--- config.mk ---
export PLATFORM = sky130hd
export DESIGN_NAME = safl_ram
export DESIGN_NICKNAME = d
export VERILOG_FILES = /design/src/hw/rtl/safl_ram.sv
export SDC_FILE = /design/constraint.sdc
export NUM_CORES = 1
export LEC_CHECK = 0
export BUFFER_PORTS_ARGS = -buffer_cell sky130_fd_sc_hd__buf_2
export CAP_MARGIN = 30
export CORE_ASPECT_RATIO = 2
export CORE_MARGIN = 4
export CORE_UTILIZATION = 26
export CTS_BUF_LIST = sky130_fd_sc_hd__clkbuf_2
export CTS_CLUSTER_DIAMETER = 150
export DETAILED_ROUTE_END_ITERATION = 16
export PLACE_DENSITY = 0.45
export SETUP_SLACK_MARGIN = 0.1
export SLEW_MARGIN = 20
export SYNTH_ARGS = -nofsm -noshare
export SYNTH_HDL_FRONTEND = slang
export SYNTH_SLANG_ARGS = --single-unit
--- constraint.sdc ---
create_clock -name clk -period 1.9 [get_ports clk]
set_input_delay 0.38 -clock clk [delete_from_list [all_inputs] [get_ports clk]]
set_output_delay 0.38 -clock clk [all_outputs]
set_load 0.05 [all_outputs]
--- src/hw/rtl/safl_ram.sv ---
module safl_ram #(
	parameter int WIDTH = 8,
	parameter int DEPTH = 16
) (
	input  logic                     clk,
	input  logic                     we,
	input  logic [$clog2(DEPTH)-1:0] waddr,
	input  logic [WIDTH-1:0]         wdata,
	input  logic                     re,
	input  logic [$clog2(DEPTH)-1:0] raddr,
	output logic [WIDTH-1:0]         rdata
);

	logic [WIDTH-1:0] mem [DEPTH];

	always_ff @(posedge clk) begin
		if (we) begin
			mem[waddr] <= wdata;
		end
		if (re) begin
			rdata <= mem[raddr];
		end
	end

endmodule

# Word level (Yosys, flattened, before mapping)
# Memories as Yosys holds them, arrays and structs flattened. A register that Yosys moved wholly into a read port is not among the register bits.
# Index checks and enable logic that the tools add are counted.
[word_totals]
wordCells = 3
ff_bits = 0
latchBits = 0
input_bits = 19
n_memories = 1
rom_bits = 0
out_inout_bits = 8
mem_bits_rw = 128
[classes]
n_mux = 2
bitwise_logic = 0
reduce_logical = 0
n_div = 0
mul = 0
eq_ne = 0
n_lt_le_gt_ge = 0
shifts = 0
add_sub_neg = 0
[memory_table]
columns = ["name", "depth", "width", "read_ports", "rd_ports_with_merged_regs", "write_ports", "line", "text"]
rows = [
  ["mem", 16, 8, 1, 1, 1, "14", "logic [WIDTH-1:0] mem [DEPTH];"],
]
[op_table]
columns = ["cell", "n"]
rows = [
  ["1-bit 2-to-1 mux", 2],
]

# Logic depth before layout (Yosys ltp)
[logic_depth]
depth_word = 2
ltp_mapped = 5
depth_no_buf = 3

# Worst setup path after synthesis
# Ideal clock, no wire load.
[synth_timing]
path_type = "input -> register"
startpoint = "input port waddr[2]"
endpoint = "memory mem[0][0], enable pin"
n_path_buf = 0
t_arrival_ps = 1490
stages = 2
setup_time_ps = 383
path_slack_ps = 27
required_ps = 1517
cell_sequence = "or3b_2 -> nor3_1"
[synth_lines]
columns = ["element", "line", "text"]
rows = [
  ["start, declared", "7", "input logic [$clog2(DEPTH)-1:0] waddr,"],
  ["end, declared", "14", ""],
]
# No word-level cell before the write port.

# Final worst setup path
[layout_timing]
startpoint = "register rdata[5] (read register of mem)"
endpoint = "output port rdata[5]"
[layout_lines]
columns = ["element", "line", "text"]
rows = [
  ["start, declared", "11", "output logic [WIDTH-1:0] rdata"],
]
# No word-level cell between the ends.

==> results <==
- The final layout contains 314 nets.
- In this run, synthesis produced a sequential element count of 136.
- The initial utilization of the core area, before any placement, comes to 26.4%.
- Routability-driven placement finished with a final weighted congestion of 0.698.
- The core box area is 0.0198 mm^2.
- The detailed router finished its first iteration with 119 violations.
- The measured slew at the worst slew-check pin is 0.702 ns.
- The tree built by TritonCTS fans out to 136 sinks.
- The via count of the first global-routing pass was 2643.
- The DRC violations left is 0.
- The number of endpoints failing setup at the final stage is 0.
- In this run the tightest slew margin relative to its limit is 53.0%.
- Counting instances, the worst hold path has a depth of 1.
- The total clock buffers created by CTS is 17.
- In this run the most critical hold path is launched from wdata[3].
- The post-synth design cell area is 0.00523 mm^2.
- The number of hold violations in the final report is 0.
- Entering global routing, the biggest net connects 33 pins.
- Summed over its instances, the top area cell type makes up 78.1% of the synthesized netlist area.
- The clock-pin slew on the worst setup and hold paths is 0.20 ns.
- The largest driver fanout on the critical path is 1.
- Summed over all nets, the half-perimeter wirelength after detailed placement is 7.89 mm.
- The H-tree depth reported by CTS is 4.
- The library cell contributing the largest single delay on the critical path is sky130_fd_sc_hd__edfxtp_1.
- In the finished design, the share of the clock period the worst path needs comes to 89.5%.
- Yosys mapped the design onto 18 distinct sky130hd cell types.
- The area growth from synthesis to layout is 18.1%.
- Across the run, the number of max-cap violations was 0.
- The endpoint type of the worst setup path is a primary output.
- Overall power consumption after layout is estimated at 5.44 mW.
- The post-route cell area is 0.00617 mm^2.
- For the worst setup path, the data required time is 1.52 ns.
- Hold timing on the final database bottoms out at a slack of 0.0863 ns.
- The floorplan step defined a die boundary enclosing 0.0226 mm^2.
- Setup repair after global routing could not meet its margin everywhere.
- The die is 209 um tall.
- The run finished with clean final reports.
- During placement, the flow inserted port buffers numbering 26.
- Post-CTS timing repair inserted 0 buffers for setup.
- The remaining antenna violation count is 0.
- For this run, the detailed router's first-pass iteration total came to 4.
- The share of the Yosys chip area taken by registers is 78.1%.
- Setup slack on the worst reg-to-reg path comes out at 0.42 ns.
- The total placed instance area is 0.00580 mm^2.
- The maximum clock skew at final layout is 0.0425 ns.
- The startpoint of the lowest-slack register-to-register path is mem[1][2]$_DFFE_PP_.
- The worst register-to-register path ends at rdata[2]$_DFFE_PP_.
- The maximum clock frequency is 588 MHz.
- Global routing finished with a remaining overflow of 0.
- Counting cells, the worst reg-to-reg path comes to 3.
- Of all cell types, the one taking the most synthesized area is sky130_fd_sc_hd__edfxtp_1.
- Once routing completed, OpenROAD measured the worst setup slack at 0.199 ns.
- The Yosys step of the flow raised 0 warnings.
- The insertion delay of the later-clocked pin in the worst-skew pair is 0.69 ns.
- The number of antenna violations at the first check in global routing is 1.
- The routed wire length is 10.8 mm.
- The leakage power figure is 2.02 nW.
- The type of the setup path with the least slack is flop to primary output.
- The max-slew violation total from the final report is 0.
- The average size of a mapped cell is 22.8 um^2.
- The root buffer cell is sky130_fd_sc_hd__clkbuf_2.
- The gate family responsible for the most delay along the worst path is flip-flops.
- The worst slack at placement is -0.0609 ns.
- Using the TritonRoute via totals, the vias-per-cell ratio works out to 4.25.
- Counting both buffers and inverters, the worst setup path holds a total of 1.
- The die is 108 um wide.
- The site row count is 73.
- Across the VDD grid, the largest voltage drop is 314 uV.
- Data on the critical path arrives at its endpoint at 1.32 ns.
- In the global route stage, overall resource usage came out at 10.3%.
- For this block, the via count after detailed routing is 2428.
- The global-route wire length before repair is 16.1 mm.
- The number of cells produced by synthesis is 229.
- Dividing total power by cell area gives a power density of 882 mW/mm^2.
- The fraction of final layout cells with drive strength greater than 1 is 32.5%.
- The number of filler cells placed in the layout is 1960.
- Walking the worst path, the cells encountered are buf_6.
- In the post-synthesis netlist, the biggest area contributors are sky130_fd_sc_hd__edfxtp_1 (78%), sky130_fd_sc_hd__mux4_2 (7.8%), sky130_fd_sc_hd__mux4_1 (7.0%).
- The capture endpoint of the worst hold path is mem[8][3]$_DFFE_PP_.
- The maximum count of clock buffers along a single path is 2.
- The kind of launch point of the worst setup path is a flop.
- The tightest min-delay check is of the input port to flop type.
- TritonCTS built the clock tree.
- The number of I/O pins is 27.
- The average detailed-routed wire length per instance is 19.0 um.
- The peak per-stage delay on the critical path is 0.47 ns.
- The minimum clock period is 1.70 ns.
- The net count after synthesis is 248.
==> cell type report <==
type	count	area, um^2	share of cell area (%)
diodes	1	2.50	0.0405
clock buffers	17	85.1	1.38
clock inverters	15	154	2.49
multi-input cells	83	1060	17.2
flip-flops and latches	136	4080	66.2
well taps	262	328	5.31
repair buffers	57	458	7.42
==> stage by stage <==
| step | instances | setup TNS, ns | utilization [%] |
|---|---|---|---|
| finish | 571 | 0 | 31.1 |
| global route | 571 | 0 | 31.1 |
| CTS | 569 | 0 | 30.9 |
| detailed placement | 530 | -0.103 | 29.3 |
| global placement | 530 | -0.0572 | 29.3 |
| floorplan | 229 | 0 | - |
==> cell usage after synthesis <==
cell type and count:
sky130_fd_sc_hd__or3b_2 1, sky130_fd_sc_hd__clkdlybuf4s25_2 3, sky130_fd_sc_hd__mux4_2 18, sky130_fd_sc_hd__mux4_1 14
sky130_fd_sc_hd__and2b_1 1, sky130_fd_sc_hd__nand2_1 9, sky130_fd_sc_hd__buf_4 1, sky130_fd_sc_hd__nor2b_1 1
sky130_fd_sc_hd__nor3_1 4, sky130_fd_sc_hd__edfxtp_1 136, sky130_fd_sc_hd__nand3_1 1, sky130_fd_sc_hd__and2_1 1
sky130_fd_sc_hd__nand2b_1 2, sky130_fd_sc_hd__buf_6 3, sky130_fd_sc_hd__buf_2 3, sky130_fd_sc_hd__nand3b_1 2
sky130_fd_sc_hd__a22oi_1 16, sky130_fd_sc_hd__nor2_1 13
==> power breakdown <==
group	internal (mW)	total [mW]	switching, mW
Combinational	0.165	0.391	0.226
Clock	0.597	1.66	1.06
Sequential	3.38	3.40	0.0194
==> logic make-up (layout without fill, tap and decap cells) <==
logic type	count (synthesis)	in the layout	share of synthesized area (%)
multiplexers	32	32	14.8
buffers and inverters	10	89	1.65
flip-flops	136	136	78.1
other	0	1	0
AO/OA/AOI/OAI	16	16	2.30
AND/OR/NAND/NOR	35	35	3.14
==> sequential cells by signal, summed over array words and instances (netlist names) <==
signal	count
mem	128
rdata	8
==> layout by cell type, fill, tap and decap left out, types with 3 or more instances in the layout <==
| master | instances |
|---|---|
| sky130_fd_sc_hd__dlygate4sd3_1 | 8 |
| sky130_fd_sc_hd__nor2_1 | 13 |
| sky130_fd_sc_hd__nand2_1 | 9 |
| sky130_fd_sc_hd__edfxtp_1 | 136 |
| sky130_fd_sc_hd__clkinvlp_4 | 6 |
| sky130_fd_sc_hd__mux4_2 | 18 |
| sky130_fd_sc_hd__buf_2 | 18 |
| sky130_fd_sc_hd__nor3_1 | 3 |
| sky130_fd_sc_hd__a22oi_1 | 16 |
| sky130_fd_sc_hd__buf_4 | 21 |
| sky130_fd_sc_hd__buf_6 | 8 |
| sky130_fd_sc_hd__mux4_1 | 14 |
| sky130_fd_sc_hd__clkbuf_2 | 17 |
| sky130_fd_sc_hd__clkinv_4 | 3 |
==> per-layer routing <==
metal  global-route usage [%]  vias up  share of wire, %
li1                         -     1109                 -
met1                     9.41     1258                33
met2                     20.2       48                62
met3                     2.61       13               2.7
met4                     4.66        0               2.5
met5                        0        -                 0
==> worst max path at each step <==
stage	start	end	cells after the start
after floorplan	raddr[0]	rdata[1]$_DFFE_PP_	5
after global placement	raddr[0]	rdata[2]$_DFFE_PP_	5
after detailed placement	raddr[0]	rdata[2]$_DFFE_PP_	5
after CTS	rdata[5]$_DFFE_PP_	rdata[5]	1
after global routing	rdata[5]$_DFFE_PP_	rdata[5]	1
final	rdata[5]$_DFFE_PP_	rdata[5]	1
==> what timing repair did <==
| item | 4_1_cts | 5_1_grt |
|---|---|---|
| endpoints found under the hold margin | 78 | 15 |
| hold buffers | 7 | 1 |
| setup endpoints to repair | 5 | 8 |
| resized for setup | 7 | 12 |
Power figures use the tool's default switching activity.
